<file path="config.mk">
export PLATFORM = sky130hd
export DESIGN_NAME = trial_division_prime_test_unit
export DESIGN_NICKNAME = d
export VERILOG_FILES = /design/src/hw/rtl/tdpt_pkg.sv /design/src/hw/rtl/tdpt_datapath.sv /design/src/hw/rtl/tdpt_ctrl.sv /design/src/hw/rtl/trial_division_prime_test_unit.sv
export SDC_FILE = /design/constraint.sdc
export NUM_CORES = 1
export LEC_CHECK = 0
export ABC_AREA = 1
export BUFFER_PORTS_ARGS = -buffer_cell sky130_fd_sc_hd__buf_2
export CORE_MARGIN = 1.5
export CORE_UTILIZATION = 65
export CTS_CLUSTER_SIZE = 40
export DETAILED_ROUTE_END_ITERATION = 8
export GPL_TIMING_DRIVEN = 0
export PLACE_DENSITY = 0.93
export REMOVE_ABC_BUFFERS = 1
export SYNTH_ARGS = -nofsm -noshare
export SYNTH_HDL_FRONTEND = slang
export SYNTH_SLANG_ARGS = --single-unit
</file>
<file path="constraint.sdc">
create_clock -name aclk -period 6.87 [get_ports aclk]
set_clock_uncertainty 0.05 [all_clocks]
set_input_delay 1.374 -clock aclk [delete_from_list [all_inputs] [get_ports aclk]]
set_output_delay 1.374 -clock aclk [all_outputs]
set_load 0.01 [all_outputs]
</file>
<file path="src/hw/rtl/tdpt_pkg.sv">
package tdpt_pkg;

    // fixed field widths of the stream words
    localparam int CANDIDATE_W = 32;
    localparam int S_TDATA_W   = 32;
    localparam int M_TDATA_W   = 8;

    // default width of the number datapath (range 8..64)
    localparam int NUM_WIDTH_DEF = 32;

    // controller to datapath
    typedef struct packed {
        logic load;        // capture the candidate, reset the divisor to three
        logic div_init;    // start a remainder pass with the current divisor
        logic div_step;    // one restoring step of the remainder unit
        logic d_advance;   // move on to the next odd divisor
    } tdpt_cmd_t;

    // datapath to controller
    typedef struct packed {
        logic small_done;  // below two or even: no division needed
        logic small_prime; // the candidate is two
        logic div_last;    // this step finishes the remainder pass
        logic d_over;      // divisor exceeds the quotient, so no factor is left
        logic rem_zero;    // divisor leaves no remainder
    } tdpt_stat_t;

endpackage

</file>
<file path="src/hw/rtl/tdpt_datapath.sv">
module tdpt_datapath #(
    parameter int NUM_WIDTH = tdpt_pkg::NUM_WIDTH_DEF
) (
    input  logic                               aclk,
    input  logic                               aresetn,
    input  logic [tdpt_pkg::CANDIDATE_W-1:0]   candidate,
    input  tdpt_pkg::tdpt_cmd_t                cmd,
    output tdpt_pkg::tdpt_stat_t               stat
);
    import tdpt_pkg::*;

    localparam int CNT_W = $clog2(NUM_WIDTH);
    localparam logic [CNT_W-1:0] CNT_LAST = CNT_W'(NUM_WIDTH - 1);

    logic [NUM_WIDTH+CANDIDATE_W-1:0] cand_wide;
    logic [NUM_WIDTH-1:0] n_reg,   n_next;
    logic [NUM_WIDTH-1:0] d_reg,   d_next;
    logic [NUM_WIDTH-1:0] rem_reg, rem_next;
    logic [NUM_WIDTH-1:0] quo_reg, quo_next;
    logic [CNT_W-1:0]     cnt_reg, cnt_next;
    logic [NUM_WIDTH:0]   shifted;
    logic [NUM_WIDTH+1:0] diff;

    // bits above the datapath width are dropped
    assign cand_wide = {{NUM_WIDTH{1'b0}}, candidate};

    // one restoring division step: bring down the next dividend bit
    assign shifted = {rem_reg, quo_reg[NUM_WIDTH-1]};
    assign diff    = {1'b0, shifted} - {2'b00, d_reg};

    always_comb begin
        n_next   = n_reg;
        d_next   = d_reg;
        rem_next = rem_reg;
        quo_next = quo_reg;
        cnt_next = cnt_reg;
        if (cmd.load) begin
            n_next = cand_wide[NUM_WIDTH-1:0];
            d_next = NUM_WIDTH'(3);
        end
        if (cmd.d_advance) begin
            d_next = d_reg + NUM_WIDTH'(2);
        end
        if (cmd.div_init) begin
            rem_next = '0;
            quo_next = n_reg;
            cnt_next = '0;
        end
        if (cmd.div_step) begin
            cnt_next = cnt_reg + CNT_W'(1);
            if (!diff[NUM_WIDTH+1]) begin
                rem_next = diff[NUM_WIDTH-1:0];
                quo_next = {quo_reg[NUM_WIDTH-2:0], 1'b1};
            end else begin
                rem_next = shifted[NUM_WIDTH-1:0];
                quo_next = {quo_reg[NUM_WIDTH-2:0], 1'b0};
            end
        end
    end

    always_ff @(posedge aclk) begin
        n_reg   <= n_next;
        d_reg   <= d_next;
        rem_reg <= rem_next;
        quo_reg <= quo_next;
        if (!aresetn) begin
            cnt_reg <= '0;
        end else begin
            cnt_reg <= cnt_next;
        end
    end

    assign stat.small_done  = (n_reg < NUM_WIDTH'(2)) || !n_reg[0];
    assign stat.small_prime = (n_reg == NUM_WIDTH'(2));
    assign stat.div_last    = (cnt_reg == CNT_LAST);
    assign stat.d_over      = (d_reg > quo_reg);
    assign stat.rem_zero    = (rem_reg == '0);

endmodule

</file>
<file path="src/hw/rtl/tdpt_ctrl.sv">
module tdpt_ctrl (
    input  logic                  aclk,
    input  logic                  aresetn,
    input  logic                  s_tvalid,
    output logic                  s_tready,
    output logic                  m_tvalid,
    input  logic                  m_tready,
    output logic                  is_prime,
    output tdpt_pkg::tdpt_cmd_t   cmd,
    input  tdpt_pkg::tdpt_stat_t  stat
);
    import tdpt_pkg::*;

    typedef enum logic [5:0] {
        ST_IDLE     = 6'b000001,
        ST_CLASSIFY = 6'b000010,
        ST_INIT     = 6'b000100,
        ST_DIV      = 6'b001000,
        ST_EVAL     = 6'b010000,
        ST_REPORT   = 6'b100000
    } state_t;

    state_t state_reg, state_next;
    logic   res_reg, res_next;
    logic   m_tvalid_reg, m_tvalid_next;
    logic   is_prime_reg, is_prime_next;
    logic   out_free;

    assign out_free = !m_tvalid_reg || m_tready;
    assign s_tready = (state_reg == ST_IDLE);

    always_comb begin
        state_next    = state_reg;
        res_next      = res_reg;
        m_tvalid_next = m_tvalid_reg;
        is_prime_next = is_prime_reg;
        cmd           = '0;
        if (m_tvalid_reg && m_tready) begin
            m_tvalid_next = 1'b0;
        end
        unique case (state_reg)
            ST_IDLE: begin
                if (s_tvalid) begin
                    cmd.load   = 1'b1;
                    state_next = ST_CLASSIFY;
                end
            end
            ST_CLASSIFY: begin
                if (stat.small_done) begin
                    res_next   = stat.small_prime;
                    state_next = ST_REPORT;
                end else begin
                    state_next = ST_INIT;
                end
            end
            ST_INIT: begin
                cmd.div_init = 1'b1;
                state_next   = ST_DIV;
            end
            ST_DIV: begin
                cmd.div_step = 1'b1;
                if (stat.div_last) begin
                    state_next = ST_EVAL;
                end
            end
            ST_EVAL: begin
                // divisor past the square root means no factor remains
                if (stat.d_over) begin
                    res_next   = 1'b1;
                    state_next = ST_REPORT;
                end else if (stat.rem_zero) begin
                    res_next   = 1'b0;
                    state_next = ST_REPORT;
                end else begin
                    cmd.d_advance = 1'b1;
                    state_next    = ST_INIT;
                end
            end
            ST_REPORT: begin
                if (out_free) begin
                    m_tvalid_next = 1'b1;
                    is_prime_next = res_reg;
                    state_next    = ST_IDLE;
                end
            end
            default: begin
                state_next = ST_IDLE;
            end
        endcase
    end

    always_ff @(posedge aclk) begin
        res_reg      <= res_next;
        is_prime_reg <= is_prime_next;
        if (!aresetn) begin
            state_reg    <= ST_IDLE;
            m_tvalid_reg <= 1'b0;
        end else begin
            state_reg    <= state_next;
            m_tvalid_reg <= m_tvalid_next;
        end
    end

    assign m_tvalid = m_tvalid_reg;
    assign is_prime = is_prime_reg;

endmodule

</file>
<file path="src/hw/rtl/trial_division_prime_test_unit.sv">
// Trial-division primality test. Each input word carries one unsigned candidate, of which
// the low NUM_WIDTH bits are tested; each output word carries one flag, 1 when the candidate
// is prime. Zero, one and even numbers, two among them, are settled without division. Any
// other candidate is divided by 3, 5, 7 and so on in turn through a bit-serial restoring
// remainder unit; each pass yields quotient and remainder together, and the test stops at
// the first zero remainder or once the divisor exceeds the quotient. One candidate is worked
// on at a time; the finished flag sits in an output register so that the next candidate can
// be taken while it waits.
module trial_division_prime_test_unit #(
    parameter int NUM_WIDTH = tdpt_pkg::NUM_WIDTH_DEF
) (
    input  logic                             aclk,
    input  logic                             aresetn,
    input  logic                             s_tvalid,
    output logic                             s_tready,
    input  logic [tdpt_pkg::S_TDATA_W-1:0]   s_tdata,  // [31:0] candidate
    output logic                             m_tvalid,
    input  logic                             m_tready,
    output logic [tdpt_pkg::M_TDATA_W-1:0]   m_tdata   // [0] is_prime, [7:1] zero
);
    import tdpt_pkg::*;

    tdpt_cmd_t  cmd;
    tdpt_stat_t stat;
    logic       is_prime;

    tdpt_ctrl u_ctrl (
        .aclk     (aclk),
        .aresetn  (aresetn),
        .s_tvalid (s_tvalid),
        .s_tready (s_tready),
        .m_tvalid (m_tvalid),
        .m_tready (m_tready),
        .is_prime (is_prime),
        .cmd      (cmd),
        .stat     (stat)
    );

    tdpt_datapath #(
        .NUM_WIDTH (NUM_WIDTH)
    ) u_datapath (
        .aclk      (aclk),
        .aresetn   (aresetn),
        .candidate (s_tdata[CANDIDATE_W-1:0]),
        .cmd       (cmd),
        .stat      (stat)
    );

    assign m_tdata = {{(M_TDATA_W-1){1'b0}}, is_prime};

endmodule

</file>
# Word level (Yosys, flattened, before mapping)
# Index checks and enable logic that the tools add are counted.
[totals]
ff_bits = 142
input_bits = 36
out_inout_bits = 10
elab_cells = 70
[op_classes]
addsub = 3
magnitude_cmp = 2
n_eq_ne = 13
n_mux = 31
reduce_logical = 12
[ops]
columns = ["op", "count"]
rows = [
  ["32-bit two-way mux", 7],
  ["6-bit two-way mux", 6],
  ["6-bit one-hot mux with 6 select lines", 1],
  ["33-bit by 32-bit subtractor with 34-bit output", 1],
  ["32-bit by 2-bit adder with 32-bit output (second input constant)", 1],
  ["32-bit by 2-bit equality test with 1-bit output (second input constant)", 1],
  ["32-bit > comparator", 1],
  ["32-bit logical NOT", 1],
  ["32-bit by 2-bit less-than comparator with 1-bit output (second input constant)", 1],
  ["1-bit two-way mux", 14],
  ["5-bit two-way mux", 2],
  ["6-bit by 1-bit equality test with 1-bit output (second input constant)", 1],
  ["6-bit by 2-bit equality test with 1-bit output (second input constant)", 1],
  ["6-bit by 3-bit equality test with 1-bit output (second input constant)", 1],
  ["6-bit by 4-bit equality test with 1-bit output (second input constant)", 1],
  ["6-bit by 5-bit equality test with 1-bit output (second input constant)", 1],
  ["6-bit equality test (second input constant)", 1],
  ["2-bit inequality test (second input constant)", 3],
  ["3-bit AND reduction", 2],
  ["2-bit nonzero test", 3],
  ["5-bit by 1-bit adder with 5-bit output (second input constant)", 1],
  ["5-bit equality test (second input constant)", 1],
  ["3-bit inequality test (second input constant)", 1],
  ["1-bit logical NOT", 2],
  ["5 further kinds", 6],
]

# Depth between registers and ports, before layout
[depth]
depth_word = 5
mapped_depth = 17
ltp_nobuf = 16

# Modules after synthesis
# A second synthesis with hierarchy kept.
[hier_totals]
cells_unflattened = 1307
area_unflattened_um2 = 9843.2
[by_module_without_submodules]
columns = ["module", "n_inst", "cells_per_inst", "area_each_um2", "seq_area_each_um2"]
rows = [
  ["tdpt_datapath", 1, 1229, 9281.4, 3913.8],
  ["tdpt_ctrl", 1, 69, 498.0, 200.2],
  ["trial_division_prime_test_unit", 1, 9, 63.8, 0.0],
]

# Least setup slack after synthesis
# Ideal clock, no wire load.
[synth_timing]
path_kind = "in2reg"
from = "input s_tvalid"
to = "register u_datapath.d_reg[10] (enable)"
setup_ns = 0.462
arrival_time_ns = 3.646
slack_ns = 2.711
stages = 2
path_buffers = 0
cell_sequence = "inv_1 o21ai_0"
[synth_between]
elab_chain_cells = 3
[synth_rtl]
columns = ["element", "line", "source"]
rows = [
  ["from (decl)", "trial_division_prime_test_unit.sv:14", "input logic s_tvalid,"],
  ["1-bit two-way mux", "tdpt_ctrl.sv:43", "if (s_tvalid) begin"],
  ["1-bit two-way mux", "tdpt_ctrl.sv:41", "unique case (state_reg)"],
  ["2-bit nonzero test (no source line)", "n/a", ""],
  ["to (signal assigned)", "tdpt_datapath.sv:63", "d_reg <= d_next;"],
  ["to (decl)", "tdpt_datapath.sv:17", "logic [NUM_WIDTH-1:0] d_reg, d_next;"],
]
# Every way passes these cells.
# A chain may end at the register's enable or synchronous reset.

# Final worst setup path
[layout_timing]
from = "register u_datapath.quo_reg[31]"
to = "register u_datapath.d_reg[25] (data pin)"
[layout_between]
elab_chain_cells = 4
[layout_rtl]
columns = ["element", "line", "source"]
rows = [
  ["from (decl)", "tdpt_datapath.sv:19", "logic [NUM_WIDTH-1:0] quo_reg, quo_next;"],
  ["from (signal assigned)", "tdpt_datapath.sv:65", "quo_reg <= quo_next;"],
  ["32-bit > comparator", "tdpt_datapath.sv:76", "assign stat.d_over = (d_reg > quo_reg);"],
  ["1-bit two-way mux", "tdpt_ctrl.sv:68", "if (stat.d_over) begin"],
  ["1-bit two-way mux", "tdpt_ctrl.sv:41", ""],
  ["32-bit two-way mux", "tdpt_datapath.sv:41", "if (cmd.d_advance) begin"],
]
# Every way passes these cells.

==> impl_summary.txt <==
----------------------------------------------------
[Timing]
  Highest Clock Rate ... 263 MHz
  RSZ-0062 raised after global routing ... false
  Max transition margin ... 0.194
  Final hold violations ... 0
  Worst hold slack after final layout ... 0.384 ns
  Setup TNS ... 0 ns
  Worst Tran Pin Value ... 1.21 ns
  Tcrit/Tclk final ... 0.553
  Final number of max-transition violations ... 0
  Final setup violation count ... 0
  Minimum clock period after layout ... 3.80 ns

[Detailed routing]
  Vias after detailed routing ... 8540
  Via density ... 6.23
  Aggregate routed wire length ... 25.7 mm
  Highest routed metal layer ... met4
  Number of optimization iterations in the first detailed-route pass ... 6
  Detailed route wirelength on metal3 ... 2.35 mm
  Wire length the detailed router placed on met1 ... 9.68 mm
  Post-route antenna net violation count ... 0
  Final routed wire length divided by cell count ... 18.8 um
  DR DRC count ... 0
  Routed met2 length ... 12.3 mm
  First DRT Iteration DRCs ... 1383

[Floorplan]
  Vert. Die Dim ... 122 um
  Area of the core region ... 0.0138 sq mm
  Count of pins on the block boundary ... 46
  Starting utilization of the core area ... 0.664
  Row Count ... 43
  Width of the chip ... 122 um
  Die footprint ... 0.0148 sq mm

[Place]
  Total placed cells including tap cells ... 1339
  Last weighted congestion value of the routability-driven placer ... 0.955
  Half-perimeter wire length after placement ... 17.3 mm
  I/O Buffers ... 38

[Global route]
  First-pass GRT wire length ... 41.5 mm
  Antenna violations before repair ... 0
  Gr usage total ... 0.368
  Largest net degree at the start of global routing ... 67
  Overflow left after global routing ... 0
  Number of global-route vias before repair ... 8167

[Pwr]
  Cell Pwr Density ... 256 mW/mm^2
  Max rail drop VDD ... 0.292 mV
  Leakage dissipation ... 4.32 nW

[Final layout]
  Most common cell after layout, fill and taps aside ... sky130_fd_sc_hd__nand2_1
  Count of placed standard cells in the final layout, fillers left out ... 1371
  Commonest cells after routing, fill and taps aside ... sky130_fd_sc_hd__nand2_1, sky130_fd_sc_hd__inv_1, sky130_fd_sc_hd__edfxtp_1
  Flip-flop and latch area ... 0.00411 sq mm
  Layout overhead on the synthesized area ... 10.5%
  Diodes inserted ... 0
  Total of fill cells in the finished design ... 904
  Total Nets Final ... 1280
  Fraction of layout instances using a drive strength above 1 ... 0.0840
  Multi-input gate area ... 0.00442 sq mm

[Worst setup path]
  Kind of cell adding the most delay to the critical path ... simple AND/OR/NAND/NOR gates
  Critical Path End Type ... register
  Required time of the critical path ... 7.00 ns
  Highest fanout seen on the critical path ... 30
  Worst Setup Start Kind ... register
  Launch instance of the worst register-to-register path ... u_datapath.quo_reg[31]
  Critical path depth in cells ... 12
  Reg2Reg Setup Slack ... 3.07 ns
  Launching element of the worst setup path ... u_datapath.quo_reg[31]
  Count of buffer and inverter cells on the critical path ... 2
  Arrival time worst endpoint ... 3.93 ns
  List of cells traversed by the critical path ... inv_1 > ha_1 > nand2_1 > nor2_1 > nand4_1 > nor2_1 > nand2_1 > nand2_1 > nand2_1 > nand2_1 > inv_1 > and3_1
  Worst setup path class ... reg2reg
  Slowest cell on crit path ... sky130_fd_sc_hd__nand2_1
  Most used cell, CP ... sky130_fd_sc_hd__nand2_1
  Capturing instance or port of the critical path ... u_datapath.d_reg[25]
  Endpoint of the lowest-slack register-to-register path ... u_datapath.d_reg[25]
  Highest cell delay on the worst timing path ... 0.88 ns
  Depth of the most critical reg-to-reg path ... 12

[Yosys]
  Mean area per synthesized cell ... 8.09 sq um
  Top_reg_cell synth ... sky130_fd_sc_hd__edfxtp_1
  Part of the Yosys area used for sequential elements ... 0.448
  Syn Std Cell Area ... 0.00918 sq mm
  Synthesized netlist cell count ... 1134
  Number of flops mapped to enable cells by yosys ... 129
  Yosys synthesis warning count ... 0
  Synthesis-stage register bit count ... 141
  Asr flop ratio synth ... 0
  Number of distinct library cell variants in the gate-level netlist after synthesis ... 44

[CTS]
  Number of H-tree branching levels ... 4
  Cts bufs inserted ... 17
  Later-pin clock latency in the skew report ... 0.43 ns
  Cts hold-fix bufs ... 0
  Number of buffers on the longest clock path ... 2
  Number of setup buffers added after CTS ... 0
  Clock sink count ... 141
  Root Driver ... sky130_fd_sc_hd__clkbuf_16
  TritonCTS clock tree ... done
  Clock slew seen by the registers of the worst setup and hold paths ... 0.06 ns
  # resized after CTS ... 0

[Outcome]
  Outcome ... complete, no violations

[Hold path]
  Worst hold-check path type ... reg2reg

[Run]
  Max capacitance violation total ... 0

----------------------------------------------------
-- per-layer routing --
metal | vias to the layer above | GRT usage
li1 | 3887 | -
met1 | 3863 | 0.470
met2 | 654 | 0.601
met3 | 136 | 0.0566
met4 | 0 | 0.202
met5 | - | 0
-- area by class of cell --
class / instances / area share
clock buffer: 21 / 0.0454
clock inverter: 11 / 0.0109
inverter: 143 / 0.0529
multi-input combinational: 833 / 0.436
sequential: 141 / 0.406
tap: 180 / 0.0222
timing repair buffer: 42 / 0.0264
-- cell usage after synthesis (7+ instances only) --
library cell               instances  share of area
sky130_fd_sc_hd__nand4_1          29          0.020
sky130_fd_sc_hd__o21ai_1          10         0.0055
sky130_fd_sc_hd__xnor2_1          14          0.013
sky130_fd_sc_hd__nor3b_1           7         0.0057
sky130_fd_sc_hd__o21ai_0          68          0.037
sky130_fd_sc_hd__ha_1             65          0.089
sky130_fd_sc_hd__edfxtp_1        129           0.42
sky130_fd_sc_hd__nand2_1         309           0.13
sky130_fd_sc_hd__nor3_1           20          0.011
sky130_fd_sc_hd__clkbuf_1          8         0.0033
sky130_fd_sc_hd__nor2_1          128          0.052
sky130_fd_sc_hd__nand3_1          44          0.024
sky130_fd_sc_hd__a21oi_1          68          0.037
sky130_fd_sc_hd__inv_1           140          0.057
sky130_fd_sc_hd__dfxtp_1          12          0.026
sky130_fd_sc_hd__nor4_1            9         0.0061
sky130_fd_sc_hd__or2_2             8         0.0055
sky130_fd_sc_hd__buf_4             8         0.0065
sky130_fd_sc_hd__xor2_1            9         0.0086
-- through the flow --
step	setup WS [ns]	util	area (sq um)	power (mW)
CTS	3.20	0.733	10100	2.57
floorplan	2.29	-	9050	1.49
global route	2.90	0.733	10100	2.69
detailed placement	3.34	0.692	9570	1.66
global placement	0.674	0.685	9470	1.62
finish	3.07	0.733	10100	2.59
-- worst min path at each step --
stage	end	cells past startpoint	slack [ns]	startpoint
final	u_ctrl.is_prime	0	0.38	u_ctrl.res_reg
after CTS	u_ctrl.is_prime	0	0.39	u_ctrl.res_reg
after global routing	u_ctrl.is_prime	0	0.40	u_ctrl.res_reg
after detailed placement	u_ctrl.is_prime	0	0.38	u_ctrl.res_reg
after global placement	u_ctrl.is_prime	0	0.36	u_ctrl.res_reg
after floorplan	u_ctrl.is_prime	0	0.35	u_ctrl.res_reg
-- cells by family (layout without fill, tap and decap cells) --
logic type	count (synthesis)	after routing	share of synthesized area
fa+ha+maj	66	66	0.0908
simple gates	572	572	0.269
buf+inv	166	217	0.0742
xor+xnor	23	23	0.0220
compound gates	165	165	0.0953
flops	141	141	0.448
other cells	1	7	0.000409
-- power breakdown --
part	internal (mW)	switching, mW	total (mW)
Sequential	1.03	0.0657	1.09
Clock	0.521	0.382	0.903
Combinational	0.203	0.395	0.598
Power figures use the tool's default switching activity.
